## config.mk

```make
export PLATFORM = sky130hd
export DESIGN_NAME = rfb_cover
export DESIGN_NICKNAME = d
export VERILOG_FILES = /design/src/rtl/rfb_pkg.sv /design/src/rtl/rfb_cover.sv
export SDC_FILE = /design/constraint.sdc
export NUM_CORES = 1
export LEC_CHECK = 0
export BUFFER_PORTS_ARGS = -buffer_cell sky130_fd_sc_hd__buf_2
export CELL_PAD_IN_SITES_DETAIL_PLACEMENT = 1
export CELL_PAD_IN_SITES_GLOBAL_PLACEMENT = 2
export CORE_UTILIZATION = 33
export CTS_BUF_LIST = sky130_fd_sc_hd__clkbuf_8
export DETAILED_ROUTE_END_ITERATION = 12
export PLACE_DENSITY_LB_ADDON = 0.25
export SKIP_LAST_GASP = 1
export SLEW_MARGIN = 10
export SYNTH_ARGS = -nofsm -noshare
export SYNTH_HDL_FRONTEND = slang
export SYNTH_SLANG_ARGS = --single-unit
```

## constraint.sdc

```tcl
create_clock -name clk -period 15.7 [get_ports clk]
set_clock_uncertainty 0.2 [all_clocks]
set_input_delay 0 -clock clk [delete_from_list [all_inputs] [get_ports clk]]
set_output_delay 0 -clock clk [all_outputs]
set_load 0.02 [all_outputs]
```

## src/rtl/rfb_pkg.sv

```systemverilog
// Shared types and constants for the gradient rectangle fill pixel core.
// Used by every module under rtl.
package rfb_pkg;

  localparam int SURFACE_WIDTH  = 1024;
  localparam int SURFACE_HEIGHT = 1024;

  localparam logic [1:0] MODE_FILL  = 2'd0;
  localparam logic [1:0] MODE_BLEND = 2'd1;
  localparam logic [1:0] MODE_HGRAD = 2'd2;
  localparam logic [1:0] MODE_VGRAD = 2'd3;

  localparam logic [2:0] REG_LEFT   = 3'd0;
  localparam logic [2:0] REG_TOP    = 3'd1;
  localparam logic [2:0] REG_WIDTH  = 3'd2;
  localparam logic [2:0] REG_HEIGHT = 3'd3;
  localparam logic [2:0] REG_START  = 3'd4;
  localparam logic [2:0] REG_END    = 3'd5;
  localparam logic [2:0] REG_MODE   = 3'd6;

  localparam logic [1:0] PICK_DST   = 2'd0;
  localparam logic [1:0] PICK_SRC   = 2'd1;
  localparam logic [1:0] PICK_BLEND = 2'd2;

  localparam logic [16:0] DIV255_MUL = 17'h08081;

  typedef struct packed {
    logic signed [15:0] left;
    logic signed [15:0] top;
    logic [14:0]        width;
    logic [14:0]        height;
    logic [31:0]        start_color;
    logic [31:0]        end_color;
    logic [1:0]         mode;
  } cfg_t;

  typedef struct packed {
    logic        cov;
    logic [1:0]  mode;
    logic [31:0] dst;
  } side_t;

endpackage

```

## src/rtl/rfb_cover.sv

```systemverilog
// First pipeline stage: coverage test and clamped gradient offset.
// Depends on rfb_pkg.
module rfb_cover (
  input  logic          clk,
  input  logic          en,
  input  rfb_pkg::cfg_t cfg,
  input  logic [13:0]   px,
  input  logic [13:0]   py,
  input  logic [31:0]   dst,
  output rfb_pkg::side_t side,
  output logic [14:0]   t,
  output logic [14:0]   span
);
  import rfb_pkg::*;

  logic signed [16:0] px_s, py_s, hx, hy, traw;
  logic               cov_x, cov_y, vert;
  logic [13:0]        p;
  logic signed [15:0] o;
  logic [14:0]        len, span_c, t_c;

  always_comb begin
    px_s = $signed({3'b000, px});
    py_s = $signed({3'b000, py});
    hx = $signed({cfg.left[15], cfg.left}) + $signed({2'b00, cfg.width});
    hy = $signed({cfg.top[15], cfg.top}) + $signed({2'b00, cfg.height});
    cov_x = (cfg.width != 15'd0) && (cfg.left[15] || px_s >= $signed({cfg.left[15], cfg.left}))
            && (px_s < hx) && ({1'b0, px} < 15'(SURFACE_WIDTH));
    cov_y = (cfg.height != 15'd0) && (cfg.top[15] || py_s >= $signed({cfg.top[15], cfg.top}))
            && (py_s < hy) && ({1'b0, py} < 15'(SURFACE_HEIGHT));
    vert = (cfg.mode == MODE_VGRAD);
    p    = vert ? py : px;
    o    = vert ? cfg.top : cfg.left;
    len  = vert ? cfg.height : cfg.width;
    span_c = (len <= 15'd1) ? 15'd1 : len - 15'd1;
    traw = $signed({3'b000, p}) - $signed({o[15], o});
    if (traw[16]) begin
      t_c = 15'd0;
    end else if (traw > $signed({2'b00, span_c})) begin
      t_c = span_c;
    end else begin
      t_c = traw[14:0];
    end
  end

  always_ff @(posedge clk) begin
    if (en) begin
      side.cov  <= cov_x && cov_y;
      side.mode <= cfg.mode;
      side.dst  <= dst;
      t         <= t_c;
      span      <= span_c;
    end
  end

endmodule

```

==> impl_metrics.ini <==
[outcome]
status = completed

[floorplanning]
rows = 54
start_util_pct = 33.6
fp.dieW_um = 151
coreArea_um2 = 21800
io_pins = 255
die_area_um2 = 22800
die_height_um = 151

[synth]
ys.flop_type = edfxtp_1
synth_warnings = 0
async_flop_share_pct = 0
synth_top_cell_by_area = edfxtp_1
synth_top_area_share_pct = 26.6
synth_most_common_cell = ha_1
ys_types = 75
syn_inst = 783
synth_area_leaders = edfxtp_1 (27%), ha_1 (20%), mux2i_1 (4.9%)
synth_seq_area_share_pct = 26.6
synth.cell_area_um2 = 7340
avgSynthCellArea_um2 = 9.37
yosys_register_bits = 65
synth-edff-count = 65
synthesis.nets = 1091
yosys-top-cells-count = ha_1 (115), inv_1 (66), edfxtp_1 (65)

[power_and_ir_drop]
combPwrFrac_pct = 48.5
power_density_nw_per_um2 = 78.6
switchingPower_uw = 288
ir_drop_mv = 0.0388
p_int_uw = 430
p_leak_nw = 4.25
power_frac_seq_pct = 30.6
p_sw_share_pct = 40.1
p_clk_share_pct = 20.8

[clock_tree]
cts_sinks = 65
h-tree-depth = 3
cts-root-buf = clkbuf_8
clkTransAtPathRegs_ns = 0.09
cts_tree = done
cts_made_buffers = 9
cts_buffer_depth = 2
post-cts-setup-buffer-count = 0

[grt]
grt_first_pass_wirelength_um = 39300
grt_overflow_total = 0
grt_usage_pct = 22.6
antenna_found_initial = 0
grt_max_degree = 66
grt_pass1_vias = 7229

[cells_and_area]
area_growth_pct = 24.5
drive_gt1_share_pct = 24.0
final_nets = 1315
diodes = 0

[worst_setup_path]
crit_required_ns = 15.59
criticalPathCategory = input pin to flop
cp-end-kind = flop
cp.arrival_ns = 5.82
startpoint_type = input pin
worst-path-max-fanout = 34

[routing]
routedWlPerCell_um = 19.6
antenna_left = 0
via_per_inst = 5.41
via_count = 6993
drtIter0Drc = 220
post-route-drc-count = 0
dr.pass1.iters = 4
routed_wl_um = 25300

[sta]
finalSetupViolCount = 0
fmax_ghz = 0.169
rsz0062_at_grt = no
worst_pin_slew_ns = 0.903
maxSlewViolCount = 0
hold_violations = 0
fin_setup_tns_ns = 0
post-route-period-util_pct = 37.8
max-slew-margin-rel_pct = 38.2
fin_crit_ns = 5.93
fin_hold_ws_ns = 0.118

[min_path]
hold_path_class = input pin to flop

[place]
finalWeightedCongestion = 0.839
port_buffers = 190
hpwl_um = 21300

[flow_run]
maxCapViolCount = 0
worst max-delay path, cell delays in order:
cell and delay (ns):
dlygate4sd3_1 0.53, buf_2 0.29, nand2_2 0.44, buf_4 0.45, nand2_1 0.12, o21ai_0 0.15
fa_1 0.48, nor2b_1 0.19, o31ai_2 0.15, a21oi_1 0.22, a21oi_1 0.13, o311ai_0 0.66
ha_1 0.37, a211o_1 0.29, o211ai_1 0.08, a21oi_1 0.11, a211oi_1 0.30, a31oi_1 0.18
nor3_4 0.52, mux2i_1 0.15
cell usage in the layout (no fill, tap or decap), types with 14 or more instances in the layout:
| cell type | count |
|---|---|
| nand2b_1 | 15 |
| buf_2 | 190 |
| mux2_2 | 19 |
| dlygate4sd3_1 | 34 |
| ha_1 | 115 |
| nor3_1 | 14 |
| o21ai_0 | 43 |
| nand2_1 | 39 |
| nor4_1 | 14 |
| mux2i_1 | 36 |
| edfxtp_1 | 65 |
| xnor2_1 | 16 |
| nand3_1 | 17 |
| a21oi_1 | 52 |
| a211oi_1 | 16 |
| inv_1 | 66 |
| nor2_1 | 38 |
| o211ai_1 | 15 |
| xor2_1 | 17 |
through the flow:
stage | power (mW) | instance area [µm²] | utilization, % | worst slack [ns] | std cells
3_5_place_dp | 0.567 | 8590 | 39.4 | 9.85 | 1242
2_1_floorplan | 0.450 | 7340 | - | 10.52 | 783
5_1_grt | 0.772 | 9140 | 41.9 | 9.30 | 1292
4_1_cts | 0.726 | 9140 | 41.9 | 9.70 | 1292
3_3_place_gp | 0.560 | 8590 | 39.4 | 9.87 | 1242
6_report | 0.719 | 9140 | 41.9 | 9.77 | 1292
kinds of logic after synthesis:
| kind of cell | Yosys count | share of synthesized area (%) |
|---|---|---|
| AOI/OAI and AO/OA | 226 | 21.4 |
| and+or+nand+nor | 206 | 15.3 |
| adders and majority gates | 118 | 20.4 |
| buffers and inverters | 79 | 4.28 |
| DFF | 65 | 26.6 |
| muxes | 56 | 7.98 |
| xor gates and xnor gates | 33 | 3.94 |
worst paths after layout:
check,start,slack [ns],cells after the start,to
max,cfg[0],9.77,20,t[12]
min,cfg[84],0.12,4,span[3]
sequential cells by signal (all words and copies together), names as in the netlist:
register and flops:
side 35, span 15, t 15
repair_timing:
| item | CTS | global route |
|---|---|---|
| endpoints found under the hold margin | 34 | 0 |
| hold buffers | 34 | 0 |
| resized for setup | 0 | 0 |
metal layers:
metal	GRT usage [%]	up-vias	part of all wire, %
li1	-	3468	-
met1	28.7	3367	46
met2	41.0	139	50
met3	2.65	19	3.7
met4	4.65	0	1.1
met5	0	-	0
power by group through the flow:
stage | logic [mW] | registers [mW] | clock network (mW)
final | 0.349 | 0.220 | 0.150
after global routing | 0.388 | 0.222 | 0.162
after CTS | 0.351 | 0.220 | 0.154
after detailed placement | 0.343 | 0.224 | 0
after global placement | 0.337 | 0.223 | 0
after floorplan | 0.201 | 0.250 | 0
layout make-up:
type	count	area, µm²
Fill cell	2627	12700
Timing Repair Buffer	226	1310
Clock buffer	9	124
Sequential cell	65	1950
Inverter	66	248
Multi-Input combinational cell	639	5070
Clock inverter	7	83.8
Tap cell	280	350
No activity file was read; power rests on OpenSTA's default activity.
