--- src/rtl/rfb_pkg.sv ---
// Shared types and constants for the gradient rectangle fill pixel core.
// Used by every module under rtl.
package rfb_pkg;

  localparam int SURFACE_WIDTH  = 1024;
  localparam int SURFACE_HEIGHT = 1024;

  localparam logic [1:0] MODE_FILL  = 2'd0;
  localparam logic [1:0] MODE_BLEND = 2'd1;
  localparam logic [1:0] MODE_HGRAD = 2'd2;
  localparam logic [1:0] MODE_VGRAD = 2'd3;

  localparam logic [2:0] REG_LEFT   = 3'd0;
  localparam logic [2:0] REG_TOP    = 3'd1;
  localparam logic [2:0] REG_WIDTH  = 3'd2;
  localparam logic [2:0] REG_HEIGHT = 3'd3;
  localparam logic [2:0] REG_START  = 3'd4;
  localparam logic [2:0] REG_END    = 3'd5;
  localparam logic [2:0] REG_MODE   = 3'd6;

  localparam logic [1:0] PICK_DST   = 2'd0;
  localparam logic [1:0] PICK_SRC   = 2'd1;
  localparam logic [1:0] PICK_BLEND = 2'd2;

  localparam logic [16:0] DIV255_MUL = 17'h08081;

  typedef struct packed {
    logic signed [15:0] left;
    logic signed [15:0] top;
    logic [14:0]        width;
    logic [14:0]        height;
    logic [31:0]        start_color;
    logic [31:0]        end_color;
    logic [1:0]         mode;
  } cfg_t;

  typedef struct packed {
    logic        cov;
    logic [1:0]  mode;
    logic [31:0] dst;
  } side_t;

endpackage

--- src/rtl/rfb_lerp_lane.sv ---
// One color channel of the gradient: product, 8-bit restoring divide over
// four stages (two bits each), then signed add. Depends on rfb_pkg.
module rfb_lerp_lane (
  input  logic        clk,
  input  logic        en,
  input  logic [7:0]  ca,
  input  logic [7:0]  cb,
  input  logic [14:0] t,
  input  logic [14:0] span,
  output logic [7:0]  ch
);
  import rfb_pkg::*;

  logic [22:0] num [0:4];
  logic [7:0]  quo [0:4];
  logic [14:0] dvs [0:3];
  logic [7:0]  base [0:4];
  logic        neg [0:4];

  logic [22:0] num_next [1:4];
  logic [7:0]  quo_next [1:4];
  logic [22:0] n_mid, s_hi, s_lo;
  logic [7:0]  q_mid;
  logic signed [8:0] diff;
  logic [7:0]  mag;

  always_comb begin
    diff = $signed({1'b0, cb}) - $signed({1'b0, ca});
    mag  = diff[8] ? 8'(-diff) : diff[7:0];
    for (int k = 0; k < 4; k++) begin
      s_hi  = 23'({8'd0, dvs[k]} << (7 - 2 * k));
      s_lo  = 23'({8'd0, dvs[k]} << (6 - 2 * k));
      n_mid = num[k];
      q_mid = quo[k];
      if (n_mid >= s_hi) begin
        n_mid = n_mid - s_hi;
        q_mid[7 - 2 * k] = 1'b1;
      end
      if (n_mid >= s_lo) begin
        n_mid = n_mid - s_lo;
        q_mid[6 - 2 * k] = 1'b1;
      end
      num_next[k + 1] = n_mid;
      quo_next[k + 1] = q_mid;
    end
  end

  always_ff @(posedge clk) begin
    if (en) begin
      num[0]  <= {15'd0, mag} * {8'd0, t};
      quo[0]  <= 8'd0;
      dvs[0]  <= span;
      base[0] <= ca;
      neg[0]  <= diff[8];
      for (int k = 1; k < 5; k++) begin
        num[k]  <= num_next[k];
        quo[k]  <= quo_next[k];
        base[k] <= base[k - 1];
        neg[k]  <= neg[k - 1];
      end
      for (int k = 1; k < 4; k++) begin
        dvs[k] <= dvs[k - 1];
      end
      ch <= neg[4] ? base[4] - quo[4] : base[4] + quo[4];
    end
  end

endmodule

--- config.mk ---
export PLATFORM = sky130hd
export DESIGN_NAME = rfb_lerp_lane
export DESIGN_NICKNAME = d
export VERILOG_FILES = /design/src/rtl/rfb_pkg.sv /design/src/rtl/rfb_lerp_lane.sv
export SDC_FILE = /design/constraint.sdc
export NUM_CORES = 1
export LEC_CHECK = 0
export BUFFER_PORTS_ARGS = -buffer_cell sky130_fd_sc_hd__buf_4
export CAP_MARGIN = 20
export CORE_MARGIN = 4
export CORE_UTILIZATION = 42
export CTS_CLUSTER_DIAMETER = 80
export DETAILED_ROUTE_END_ITERATION = 10
export MAX_ROUTING_LAYER = met4
export SLEW_MARGIN = 10
export SYNTH_ARGS = -nofsm -noshare
export SYNTH_HDL_FRONTEND = slang
export SYNTH_SLANG_ARGS = --single-unit
--- constraint.sdc ---
create_clock -name clk -period 14.9 [get_ports clk]
set_clock_uncertainty 0.05 [all_clocks]
set_input_delay 1.49 -clock clk [delete_from_list [all_inputs] [get_ports clk]]
set_output_delay 1.49 -clock clk [all_outputs]
set_load 0.005 [all_outputs]
==> results of run 1 <==
==> critical path: cells and delay by family <==
kind,cells,cell delay (ns)
adder cells (fa/ha/maj),7,2.83
XOR/XNOR,2,0.24
AND/OR/NAND/NOR,3,0.52
buffers and inverters,6,0.60
AO/OA/AOI/OAI,12,2.65
==> worst max-delay path by stage <==
| stage | start | endpoint | cells past startpoint |
|---|---|---|---|
| 3_3_place_gp | cb[0] | num[0][22] | 30 |
| 3_5_place_dp | cb[0] | num[0][22] | 30 |
| 6_report | cb[0] | num[0][22] | 30 |
| 5_1_grt | cb[0] | num[0][22] | 30 |
| 2_1_floorplan | cb[0] | num[0][22] | 29 |
| 4_1_cts | cb[0] | num[0][22] | 30 |
==> sequential cells by signal, indices dropped and copies added, names as in the netlist <==
signal,count
num,92
dvs,60
base,40
quo,20
ch,8
neg,5
==> per-stage QoR <==
stage	instance area [um2]	hold slack (ns)
floorplan	18450	0.3503
global placement	19570	0.3514
detailed placement	19570	0.3545
CTS	20430	0.3656
global route	20430	0.3649
finish	20430	0.3606
==> placed cells by master (no fill, tap or decap), types with 6 or more instances in the layout <==
| cell | n |
|---|---|
| and2_1 | 33 |
| nor4_1 | 9 |
| fa_1 | 87 |
| or3_1 | 9 |
| a21oi_1 | 113 |
| nand2_1 | 100 |
| o21bai_1 | 23 |
| o31ai_1 | 6 |
| a211oi_1 | 11 |
| o21a_1 | 20 |
| ha_1 | 180 |
| inv_1 | 222 |
| edfxtp_1 | 225 |
| mux2i_1 | 7 |
| or2_2 | 6 |
| xor2_1 | 44 |
| mux2_4 | 10 |
| nor2b_1 | 71 |
| o21ai_0 | 84 |
| nand2b_1 | 34 |
| nor2_1 | 98 |
| xnor2_1 | 85 |
| nor3_1 | 36 |
| a31oi_1 | 13 |
| o211ai_1 | 9 |
| nand4_1 | 27 |
| a21o_1 | 51 |
| nand3_1 | 17 |
| clkinv_1 | 6 |
| clkbuf_16 | 26 |
| buf_4 | 68 |
| o31a_1 | 7 |
| mux2_2 | 44 |
==> layer usage <==
metal  vias to the layer above  share of wire (%)  GRT usage (%)
li1                       6426                  -              -
met2                       209                 50          29.41
met5                         -                  0              -
met4                         0                3.3          5.597
met1                      6094                 45          20.67
met3                        76                2.5          1.561
==> area by class of cell <==
class | count | share of cell area, %
Clock inverter | 16 | 0.9311
Timing Repair Buffer | 69 | 2.573
Inverter | 222 | 4.080
Sequential cell | 225 | 33.08
Clock buffer | 30 | 3.259
Tap cell | 585 | 3.583
Multi-Input combinational cell | 1303 | 52.50
==> kinds of logic (layout without fill, tap and decap cells) <==
kind of cell | count (synthesis) | in the layout | synth area share [%]
buf+inv | 251 | 337 | 5.269
mux | 61 | 61 | 3.879
compound gates | 381 | 381 | 13.40
flops | 225 | 225 | 36.62
fa+ha+maj | 267 | 267 | 21.65
xor+xnor | 129 | 129 | 6.123
simple gates | 465 | 465 | 13.07
==> impl_results.md, run 1 <==
- Outcome: completed
- Cells after Synth: 1779
- Clock Path Buffers: 3
- Post CTS Setup Buffer Count: 0
- Filler Cell Count: 4044
- Vias after detailed routing: between 10000 and 15000
- Prevailing post-synth register cell: edfxtp_1
- Clock tree root driver cell: clkbuf_16
- Ys Warns: 0
- Hold path start: base[2][7]
- Starting Density: 42.65%
- Iteration count of the initial detailed-routing pass: 7
- CTS tree: yes
- Worst-path clk slew: ~0.060 ns
- Cell mode on critical path: fa_1
- Critical path launch point type: primary input
- Placement row count: 76
- Vias in the first global route: roughly 13000
- Crit-path max FO: 15
- Max-slew headroom: 43.39%
- IO Port Bufs: 55
- Min-Delay Path Depth: 0
- Mapped Nets: 2094
- Number of CTS-inserted buffers: 26
- Yosys top cell area share: 36.62%
- Reg2Reg Setup Slack: 8.31 ns
- Die Y: 217.6 um
- GR Overflow Total: 0
- # resized after CTS: 0
- Die area: 47350 um2
- Final setup violation count: 0
- Share of layout cells above drive strength 1: 9.437%
- Top-count cell post-synth: edfxtp_1
- Core Footprint: 43270 um2
- Minimum clock period: just over 8 ns
- CP max-delay cell: a2111oi_0
- Final Net Count: 2162
- Mapped Avg Cell Area: slightly above 10 um2
- Max Clock Freq: 123.6 MHz
- DP Worst Slack: ~6.3 ns
- Share of flip-flops with an asynchronous set or reset: 0%
- Final Hold Vio Count: 0
- Post-detailed-route wirelength per cell: 15.50 um
- Layout area overhead: 10.70%
- Vias/cell: 5.227
- Worst EP required: 15.14 ns
- Util after Layout: 47.21%
- H-tree levels: 1
- Post-CTS Hold Fix Bufs: 0
- Final HPWL DP: 30170 um
- Antenna cells: 0
- R2R Path Start: num[0][28]
- Sequential area share after synthesis: between 30% and 40%
- # DRC: 0
- Count of cell types in the netlist: 75
- Reg2reg path depth: 21
- Max Cap Viol: 0
- Cell Area, Synth: between 15000 and 20000 um2
- GRT Total Usage: 16.85%
- Fin crit share: between 50% and 60%
- Synthesis-stage register bit count: 225
- Die X: 217.6 um
- Hold endpoint: base[3][7]
- Worst-Skew Late Latency: 0.54 ns
- Largest net degree at the start of global routing: 102
- First-pass GRT wire length: 64380 um
- Post-synth EDFFs: 225
- Hold WC Path Type: reg2reg
- Final setup margin: 6.812 ns
- CP Capture Type: register
- Sequential Area: about 6800 um2
- Area occupied by multi-input gates: ~11000 um2
- GP Congestion: slightly above 0.9
- Slew Viols, Final: 0
- Top cells by area, synth: edfxtp_1, ha_1, fa_1, inv_1, xnor2_1
- Non-filler cells, final: 2450
- CP max stage delay: about 0.76 ns
- Setup repair after global routing missed its margin: no
- Initial antenna violation count: 0
- Worst EP arrival: 8.32 ns
- Routed WL: 37960 um
- Setup Crit Path Kind: in2reg
- Antenna Nets Post-Route: 0
- Setup TNS Final: 0 ns
- Initial drt markers: about 690
- Synth top cells by count: edfxtp_1, inv_1, ha_1, a21oi_1, nand2_1
- Reg2reg end: num[0][53]
- Placed cells: approximately 2400
- Worst Tran Pin Value: 0.8277 ns
- Synth area leader: edfxtp_1
- Clk sinks: between 200 and 250
- Boundary pin count: between 50 and 60
Power of run 1 is left out: the tool's default activity adds up to more than one toggle a clock period on the data nets, which glitch-free logic cannot reach.
==> run 2: changes to the inputs <==
==> constraint.sdc (replaced) <==
create_clock -name clk -period 6.7 [get_ports clk]
set_clock_uncertainty 0.05 [all_clocks]
set_input_delay 0.67 -clock clk [delete_from_list [all_inputs] [get_ports clk]]
set_output_delay 0.67 -clock clk [all_outputs]
set_load 0.005 [all_outputs]
==> run 2 against run 1 <==
Compared with the run above: die area unchanged; sequential share of layout area down 1.3 points; critical path depth up 1.
==> impl_results.md, run 2 (same netlist as run 1, synthesis figures left out) <==
- H-tree levels: 1
- Clk sinks: between 200 and 250
- Final Hold Vio Count: 0
- Critical path launch point type: primary input
- Placed Area: 20140 um2
- Regs by FF count: num (92), dvs (60), base (40)
- CP max stage delay: 0.57 ns
- Initial drt markers: 767
- CP Capture Type: register
- Max Cap Viol: 0
- CTS tree: yes
- Vias/cell: 5.192
- Clock tree root driver cell: clkbuf_16
- Worst-Skew Late Latency: about 0.55 ns
- Fin crit share: a little over nine tenths
- Vias in the first global route: 13505
- Sequential Area: 6756 um2
- Number of CTS-inserted buffers: 26
- Util after Layout: 49.20%
- GRT Total Usage: 16.85%
- Largest Register: num
- Worst-path clk slew: 0.06 ns
- Worst Tran Pin Value: 0.8012 ns
- Outcome: completed
- Routed WL: approximately 38000 um
- Commonest non-fill, non-tap cell in the layout: edfxtp_1
- Max reg flops: 92
- Final HPWL DP: 31020 um
- Initial antenna violation count: 0
- Final Net Count: 2235
- Setup Crit Path Kind: in2reg
- Share of layout cells above drive strength 1: 15.00%
- Antenna Nets Post-Route: 0
- Die area: 47350 um2
- Area occupied by multi-input gates: 10960 um2
- Die X: around 220 um
- Final setup violation count: 0
- Antenna cells: 0
- Placement row count: 76
- CP max-delay cell: fa_1
- Post-detailed-route wirelength per cell: 15.05 um
- Minimum clock period: around 6.4 ns
- Iteration count of the initial detailed-routing pass: 7
- Clock Path Buffers: 3
- Vias after detailed routing: roughly 13000
- Max-slew headroom: 46.17%
- GP Congestion: 0.9087
- Worst EP arrival: ~6.6 ns
- Final instance area: approximately 21000 um2
- Core Footprint: 43270 um2
- DP Worst Slack: -0.3767 ns
- IO Port Bufs: 55
- Crit-path max FO: 6
- Final setup margin: around 0.34 ns
- Die Y: around 220 um
- Largest net degree at the start of global routing: a little under 100
- Most frequent cells in the layout: edfxtp_1, inv_1, ha_1
- # DRC: 0
- Starting Density: 42.65%
- Hold WC Path Type: in2reg
- Filler Cell Count: 3974
- Layout area overhead: 15.37%
- Max Clock Freq: approximately 160 MHz
- GR Overflow Total: 0
- Worst EP required: 6.95 ns
- First-pass GRT wire length: 64560 um
- Boundary pin count: 56
- Slew Viols, Final: 0
run 2: path summary, 6_finish.rpt:
path	startpoint	end	slack (ns)	cells past startpoint
max	cb[0]	num[0][22]	0.34	31
min	span[12]	dvs[0][12]	0.25	1
max reg2reg	dvs[1][12]	num[0][58]	0.48	19
min reg2reg	quo[0][20]	quo[0][28]	0.37	0
run 2: cell type report:
class | instances | area share [%]
repair buffers | 142 | 5.231
clock buffers | 32 | 3.162
multi-input cells | 1303 | 51.47
well taps | 585 | 3.439
flip-flops and latches | 225 | 31.74
inverters | 222 | 3.915
clock inverters | 16 | 1.046
run 2: repair_timing:
item                       CTS  global route
hold buffers                 0             0
buffers inserted             0             4
setup endpoints to repair    0             7
gates resized for setup      0            46
run 2: through the flow:
stage	hold slack, ns	setup TNS, ns	std cells
final	0.2482	0	2525
after global routing	0.2254	-0.09362	2525
after CTS	0.2233	0	2521
after detailed placement	0.3545	-1.856	2473
after global placement	0.3509	-1.215	2473
after floorplan	0.3503	0	1779
run 2: layer usage:
layer / part of all wire, % / wire length, um / track usage (%)
met1: 44 / 16630 / 20.44
met2: 51 / 19290 / 29.96
met5: 0 / 0 / -
met4: 2.8 / 1081 / 4.918
met3: 2.7 / 1010 / 1.616
run 2: worst max-delay path, delay by kind of cell:
| kind | cells | cell delay [ns] |
|---|---|---|
| adder cells (fa/ha/maj) | 7 | 2.71 |
| AO/OA/AOI/OAI | 12 | 1.93 |
| AND/OR/NAND/NOR | 4 | 0.57 |
| buffers and inverters | 6 | 0.48 |
| XOR/XNOR | 2 | 0.24 |
Power of run 2 is left out for the same reason.
