$ cat config.mk
export PLATFORM = sky130hd
export DESIGN_NAME = rfb_blend
export DESIGN_NICKNAME = d
export VERILOG_FILES = /design/src/rtl/rfb_pkg.sv /design/src/rtl/rfb_blend.sv
export SDC_FILE = /design/constraint.sdc
export NUM_CORES = 1
export LEC_CHECK = 0
export BUFFER_PORTS_ARGS = -buffer_cell sky130_fd_sc_hd__clkbuf_2
export CORE_MARGIN = 5
export CORE_UTILIZATION = 45
export DETAILED_ROUTE_END_ITERATION = 7
export PLACE_DENSITY = 0.71
export SLEW_MARGIN = 40
export SYNTH_ARGS = -nofsm -noshare
export SYNTH_HDL_FRONTEND = slang
export SYNTH_SLANG_ARGS = --single-unit
$ cat constraint.sdc
create_clock -name clk -period 7.2 [get_ports clk]
set_clock_uncertainty 0.05 [all_clocks]
set_input_delay 0.36 -clock clk [delete_from_list [all_inputs] [get_ports clk]]
set_output_delay 0.36 -clock clk [all_outputs]
set_load 0.05 [all_outputs]
$ cat src/rtl/rfb_pkg.sv
// Shared types and constants for the gradient rectangle fill pixel core.
// Used by every module under rtl.
package rfb_pkg;

  localparam int SURFACE_WIDTH  = 1024;
  localparam int SURFACE_HEIGHT = 1024;

  localparam logic [1:0] MODE_FILL  = 2'd0;
  localparam logic [1:0] MODE_BLEND = 2'd1;
  localparam logic [1:0] MODE_HGRAD = 2'd2;
  localparam logic [1:0] MODE_VGRAD = 2'd3;

  localparam logic [2:0] REG_LEFT   = 3'd0;
  localparam logic [2:0] REG_TOP    = 3'd1;
  localparam logic [2:0] REG_WIDTH  = 3'd2;
  localparam logic [2:0] REG_HEIGHT = 3'd3;
  localparam logic [2:0] REG_START  = 3'd4;
  localparam logic [2:0] REG_END    = 3'd5;
  localparam logic [2:0] REG_MODE   = 3'd6;

  localparam logic [1:0] PICK_DST   = 2'd0;
  localparam logic [1:0] PICK_SRC   = 2'd1;
  localparam logic [1:0] PICK_BLEND = 2'd2;

  localparam logic [16:0] DIV255_MUL = 17'h08081;

  typedef struct packed {
    logic signed [15:0] left;
    logic signed [15:0] top;
    logic [14:0]        width;
    logic [14:0]        height;
    logic [31:0]        start_color;
    logic [31:0]        end_color;
    logic [1:0]         mode;
  } cfg_t;

  typedef struct packed {
    logic        cov;
    logic [1:0]  mode;
    logic [31:0] dst;
  } side_t;

endpackage

$ cat src/rtl/rfb_blend.sv
// Source-over composite over two stages: channel products, then divide
// by 255 through a reciprocal multiply and output select. Depends on rfb_pkg.
module rfb_blend (
  input  logic          clk,
  input  logic          en,
  input  logic [31:0]   src,
  input  rfb_pkg::side_t side,
  output logic [31:0]   pixel,
  output logic          cov
);
  import rfb_pkg::*;

  logic [7:0]  sa, inv;
  logic [1:0]  pick_c, pick;
  logic [15:0] sum [0:2];
  logic [31:0] src_q, dst_q;
  logic        cov_q;
  logic [32:0] prod [0:2];
  logic [7:0]  q [0:2];

  always_comb begin
    sa  = src[31:24];
    inv = 8'd255 - sa;
    if (!side.cov || (side.mode != MODE_FILL && sa == 8'd0)) begin
      pick_c = PICK_DST;
    end else if (side.mode == MODE_FILL || sa == 8'd255) begin
      pick_c = PICK_SRC;
    end else begin
      pick_c = PICK_BLEND;
    end
    for (int c = 0; c < 3; c++) begin
      prod[c] = {17'd0, sum[c]} * {16'd0, DIV255_MUL};
      q[c]    = prod[c][30:23];
    end
  end

  always_ff @(posedge clk) begin
    if (en) begin
      for (int c = 0; c < 3; c++) begin
        sum[c] <= {8'd0, src[8 * c +: 8]} * {8'd0, sa}
                  + {8'd0, side.dst[8 * c +: 8]} * {8'd0, inv};
      end
      pick  <= pick_c;
      src_q <= src;
      dst_q <= side.dst;
      cov_q <= side.cov;
      cov   <= cov_q;
      case (pick)
        PICK_DST: pixel <= dst_q;
        PICK_SRC: pixel <= src_q;
        default:  pixel <= {8'hFF, q[2], q[1], q[0]};
      endcase
    end
  end

endmodule

==> impl_metrics.json, run 1 <==
{
  "start_util_pct": 45.57,
  "cts-buffers-inserted": 17,
  "cts_tree": "built",
  "worstPathMaxFanout": 31,
  "cts-resized-gates": 0,
  "power.switching_w": 0.005330,
  "cts_hold_buffers": 0,
  "die_h_um": 230.1,
  "cellInternalPower_w": 0.005905,
  "grt_pass1_wl_mm": 82.30,
  "path_class": "primary input to flip-flop",
  "clkLatencyLatePin_ns": 0.45,
  "gr-usage-met3_pct": 3.467,
  "nFillCells": 4346,
  "clkSinkCount": 148,
  "fin_nets": 2930,
  "power_density_nw_per_um2": 476.0,
  "clockRootBuffer": "clkbuf_16",
  "sw_frac_of_total_pct": 47.44,
  "seqPwrFrac_pct": 15.7,
  "max-vdd-ir-drop_v": 0.0004186,
  "firstDrtPassIters": 5,
  "slew_headroom_pct": 47.39,
  "rsz0062_at_grt": "no",
  "p_clk_share_pct": 7.7,
  "max_cap_violations": 0,
  "ant_nets": 0,
  "htree_levels": 4,
  "reg2reg_to": "pixel[13]",
  "synth_common_cells": "426 x inv_1, 378 x ha_1, 288 x fa_1",
  "grt_use_met2_pct": 33.25,
  "fmax_ghz": 0.1662,
  "end_kind": "flip-flop",
  "areaGrowthSynthToFinish_pct": 8.252,
  "crit_path_start_kind": "primary input",
  "synthCells": 2108,
  "required_ns": 7.46,
  "synth_most_common_cell": "inv_1",
  "finalSetupViolations": 0,
  "min_path_cells": 1,
  "gp_congestion": 0.9033,
  "ys_warn_count": 0,
  "gr-usage-all-layers_pct": 19.45,
  "yosysTopAreaCellShare_pct": 26.44,
  "post_drt_wl_per_cell_um": 17.73,
  "clk_pin_slew_ns": 0.07,
  "drc": 0,
  "fin_crit_sh_pct": 83.55,
  "gr-total-overflow": 0,
  "drt_iter0_drc": 764,
  "syn-mean-instance-area_um2": 10.34,
  "yosysUniqueCellTypes": 65,
  "share_comb_of_total_power_pct": 76.6,
  "ys_top_cells_by_area": "fa_1 26%, ha_1 22%, edfxtp_1 20%, inv_1 7.3%, nor2b_1 4.2%",
  "synth_top_cell_by_area": "fa_1",
  "pin_count": 102,
  "drv_slew": 0,
  "status": "complete, no violations",
  "dp_hpwl_mm": 39.23,
  "vias": 15030,
  "viasPerCell": 5.321,
  "grt_pass1_vias": 16220,
  "reg2regPathDepth": 12,
  "grt.busiest_layer": "met2",
  "holdWs_ns": 0.04101,
  "timing.rr.start": "sum[0][28]",
  "cts_max_path_buffers": 2,
  "hp-start": "side[26]",
  "hold_path_class": "primary input to flip-flop",
  "period_minus_slack_ns": 6.016,
  "synth-edff-count": 148,
  "hold_path_end": "dst_q[26]",
  "post-cts-setup-buffers": 0,
  "antenna_found_initial": 5,
  "layout-drive-gt1-share_pct": 7.699,
  "ys_async_sr_fraction_pct": 0,
  "gr-usage-met1_pct": 25.30,
  "die_area_um2": 52960,
  "tns_ns": 0,
  "port_buffers": 101,
  "ys.flop_type": "edfxtp_1",
  "totalWireLength_mm": 50.09,
  "num_rows": 80,
  "ys_ff_latch": 148,
  "ff2ff_setup_slack_ns": 3.32,
  "hold_violations": 0,
  "netlist_area_um2": 21800,
  "grt_max_degree": 80,
  "coreArea_um2": 47850,
  "seq_area_frac_synth_pct": 20.38,
  "tightest_slew_ns": 0.7892,
  "crit_arrival_ns": 6.28,
  "fp.dieW_um": 230.1,
  "power.leakage_nw": 11.69
}
[area by class of cell]
type,count,area [um2],area share [%]
Inverter,426,1599,6.775
Antenna cell,2,5.005,0.02120
Timing Repair Buffer,119,650.6,2.757
Sequential cell,148,4444,18.83
Clock inverter,15,141.4,0.5990
Multi-Input combinational cell,1483,15570,65.96
Tap cell,615,769.5,3.260
Clock buffer,17,425.4,1.802
[worst max path at each step]
stage | from | to | cells after the start
4_1_cts | src[28] | sum[0][47] | 20
3_5_place_dp | src[28] | sum[0][15] | 19
2_1_floorplan | src[25] | sum[0][47] | 20
5_1_grt | src[28] | sum[0][15] | 19
3_3_place_gp | src[28] | sum[0][47] | 20
6_report | src[28] | sum[0][47] | 20
[worst max-delay path: stages]
cell,delay (ns)
clkbuf_2,0.43
and2_1,0.34
fa_1,0.53
inv_1,0.05
fa_1,0.49
inv_1,0.05
fa_1,0.48
fa_1,0.50
fa_1,0.50
inv_1,0.05
fa_1,0.47
inv_1,0.04
ha_1,0.32
o21ai_1,0.16
nand2b_1,0.10
and2_1,0.18
o221a_1,0.26
o41a_1,0.37
or4_1,0.42
nand3_1,0.10
[cells in the final DEF (no fill, tap or decap), types with 16 or more instances in the layout]
cell type / count
a211oi_1: 22
a21o_1: 16
a21oi_1: 52
and2_1: 115
buf_4: 17
clkbuf_16: 17
clkbuf_2: 100
edfxtp_1: 148
fa_1: 288
ha_1: 378
inv_1: 426
mux2i_1: 18
nand2_1: 109
nand2b_1: 63
nand3_1: 20
nor2_1: 28
nor2b_1: 147
nor3_1: 20
o21ai_0: 22
xnor2_1: 38
xor2_1: 17
[cells by family after synthesis]
family | Yosys count | synth area share [%]
XOR/XNOR | 55 | 2.209
AND/OR/NAND/NOR | 546 | 13.93
multiplexers | 27 | 1.291
buffers and inverters | 479 | 8.252
flip-flops | 148 | 20.38
adder cells (fa/ha/maj) | 666 | 48.13
other | 1 | 0.01720
AO/OA/AOI/OAI | 186 | 5.785
[sequential cells by signal, indices dropped and copies added, names as in the netlist]
name	flops
src_q	32
dst_q	32
cov	1
pixel	32
sum	48
cov_q	1
pick	2
[per-layer routing]
metal	vias up	share of wire [%]
met4	6	2.4
met3	87	4.6
li1	6989	-
met1	7597	43
met2	352	50
met5	-	0.13
[metrics by stage]
step / area, um2 / setup WS, ns / cells / util [%] / power [W]
2_1_floorplan: 21810 / 1.153 / 2110 / - / 0.008515
3_3_place_gp: 23030 / 0.8655 / 2791 / 48.13 / 0.01006
3_5_place_dp: 23030 / 0.7378 / 2791 / 48.14 / 0.01036
4_1_cts: 23600 / 1.228 / 2823 / 49.32 / 0.01133
5_1_grt: 23600 / 0.9705 / 2825 / 49.33 / 0.01268
6_report: 23600 / 1.184 / 2825 / 49.33 / 0.01123
[power by group through the flow]
stage | Clock, W | Combinational, W | Sequential, W
after CTS | 0.000885 | 0.00869 | 0.00176
after global placement | 0 | 0.00829 | 0.00177
after floorplan | 0 | 0.00665 | 0.00186
after detailed placement | 0 | 0.00859 | 0.00177
final | 0.000865 | 0.00861 | 0.00176
after global routing | 0.000923 | 0.00998 | 0.00178
Power figures use the tool's default switching activity.
==> run 2: changes to the inputs <==
--- a/config.mk
+++ b/config.mk
@@ -9,7 +9,7 @@
 export CORE_MARGIN = 5
 export CORE_UTILIZATION = 45
 export DETAILED_ROUTE_END_ITERATION = 7
-export PLACE_DENSITY = 0.71
+export PLACE_DENSITY = 0.74
 export SLEW_MARGIN = 40
 export SYNTH_ARGS = -nofsm -noshare
 export SYNTH_HDL_FRONTEND = slang
==> constraint.sdc (replaced) <==
create_clock -name clk -period 4.8 [get_ports clk]
set_clock_uncertainty 0.05 [all_clocks]
set_input_delay 0.24 -clock clk [delete_from_list [all_inputs] [get_ports clk]]
set_output_delay 0.24 -clock clk [all_outputs]
set_load 0.05 [all_outputs]
==> run 2 against run 1 <==
The flow now finishes with violations (negative setup slack). Worst setup slack worse by 1.6 ns. Non-clock buffer count is 212 higher. Flip-flop and latch count stayed put. Register-to-register slack worse by 2.4 ns. Wire length is 6.7% higher. Critical path type unchanged. Critical endpoint unchanged.
==> impl_metrics.json, run 2 (same netlist as run 1, synthesis figures left out) <==
{
  "gr-total-overflow": 0,
  "finalSetupViolations": 13,
  "antenna_found_initial": 2,
  "drc": 0,
  "clkSinkCount": 148,
  "fmax_ghz": 0.1927,
  "dp_hpwl_mm": 42.76,
  "die_h_um": 230.1,
  "fin_crit_sh_pct": 108.1,
  "regMostFlops": "sum",
  "crit_path_start_kind": "primary input",
  "status": "finished, violations left",
  "post_drt_wl_per_cell_um": 17.60,
  "vias": 15980,
  "ant_nets": 0,
  "clk_pin_slew_ns": 0.06,
  "grt_pass1_wl_mm": 87.62,
  "port_buffers": 101,
  "die_area_um2": 52960,
  "tightest_slew_ns": 0.7324,
  "gr-usage-all-layers_pct": 20.55,
  "setup_ws_ns": -0.3884,
  "final_common_cell": "inv_1",
  "viasPerCell": 5.262,
  "hold_path_class": "primary input to flip-flop",
  "largest_register_ffs": 48,
  "grt_pass1_vias": 17490,
  "drt_iter0_drc": 703,
  "rsz0062_at_grt": "yes",
  "violations": "negative setup slack",
  "path_class": "primary input to flip-flop",
  "cts_max_path_buffers": 2,
  "clockRootBuffer": "clkbuf_16",
  "coreArea_um2": 47850,
  "min_path_cells": 2,
  "final_util_pct": 55.24,
  "layout-drive-gt1-share_pct": 20.33,
  "fp.dieW_um": 230.1,
  "worstPathMaxFanout": 6,
  "max_cap_violations": 0,
  "crit_arrival_ns": 5.45,
  "hold_violations": 0,
  "cts-buffers-inserted": 17,
  "reg2regPathDepth": 12,
  "pin_count": 102,
  "gp_congestion": 0.9005,
  "period_minus_slack_ns": 5.188,
  "num_rows": 80,
  "areaGrowthSynthToFinish_pct": 21.23,
  "htree_levels": 4,
  "start_util_pct": 45.57,
  "drv_slew": 0,
  "clkLatencyLatePin_ns": 0.45,
  "required_ns": 5.06,
  "grt_max_degree": 65,
  "end_kind": "flip-flop",
  "fin_nets": 3142,
  "slew_headroom_pct": 51.17,
  "totalWireLength_mm": 53.43,
  "layout_common_cells": "406 x inv_1, 353 x ha_1, 282 x fa_1, 183 x buf_4, 148 x edfxtp_1",
  "firstDrtPassIters": 4,
  "cts_tree": "built"
}
-- run 2: critical path, cell delays in order --
cell and delay, ns:
clkbuf_16 0.14, buf_12 0.15, and2_4 0.14, fa_1 0.53
inv_1 0.05, fa_1 0.48, inv_1 0.05, fa_1 0.49
fa_1 0.43, fa_1 0.51, inv_2 0.04, fa_1 0.49
inv_2 0.05, ha_4 0.21, o21ai_2 0.12, nand2b_1 0.10
and2_4 0.15, o221a_1 0.26, o41a_1 0.33, or4_1 0.40
nand3_1 0.09
-- run 2: per-stage QoR --
step / instance area, um2 / setup TNS, ns / setup slack, ns / hold WS, ns / instances
2_1_floorplan: 22390 / -4.664 / -0.7497 / 0.2889 / 2110
3_3_place_gp: 24740 / -16.13 / -0.9888 / 0.3679 / 2963
3_5_place_dp: 24740 / -18.66 / -1.052 / 0.3692 / 2963
4_1_cts: 26010 / -2.355 / -0.3336 / 0.07021 / 3019
5_1_grt: 26430 / -4.560 / -0.5172 / 0.08516 / 3036
6_report: 26430 / -2.463 / -0.3884 / 0.1036 / 3036
-- run 2: cell type report --
cell class	instances	area, um2
diodes	1	2.502
repair buffers	331	2754
fillers	4064	21410
well taps	615	769.5
inverters	426	1599
multi-input cells	1483	16280
clock buffers	19	432.9
clock inverters	13	147.6
flip-flops and latches	148	4444
-- run 2: final timing paths --
kind | slack, ns | endpoint | startpoint
max | -0.39 | sum[0][47] | src[28]
min | 0.10 | dst_q[21] | side[21]
max reg2reg | 0.87 | pixel[15] | sum[0][29]
min reg2reg | 0.38 | cov | cov_q
-- run 2: metal layers --
metal  vias to the layer above  GRT usage (%)  wire length, um
li1                       7434              -                -
met1                      8021          25.06            21410
met2                       384          36.88            27570
met3                       134          3.269             2394
met4                         2          7.435             2045
met5                         -              0               16
-- run 2: what timing repair did --
item                                    4_1_cts  5_1_grt
cloned                                        2        4
endpoints found under the setup margin       20       18
buffers inserted                             13       12
pin swaps                                    42       36
gates resized for setup                     113       64
hold buffers                                  9        0
hold endpoints to repair                      9        0
Power of run 2 is left out: the tool's default activity adds up to more than one toggle a clock period on the data nets, which glitch-free logic cannot reach.
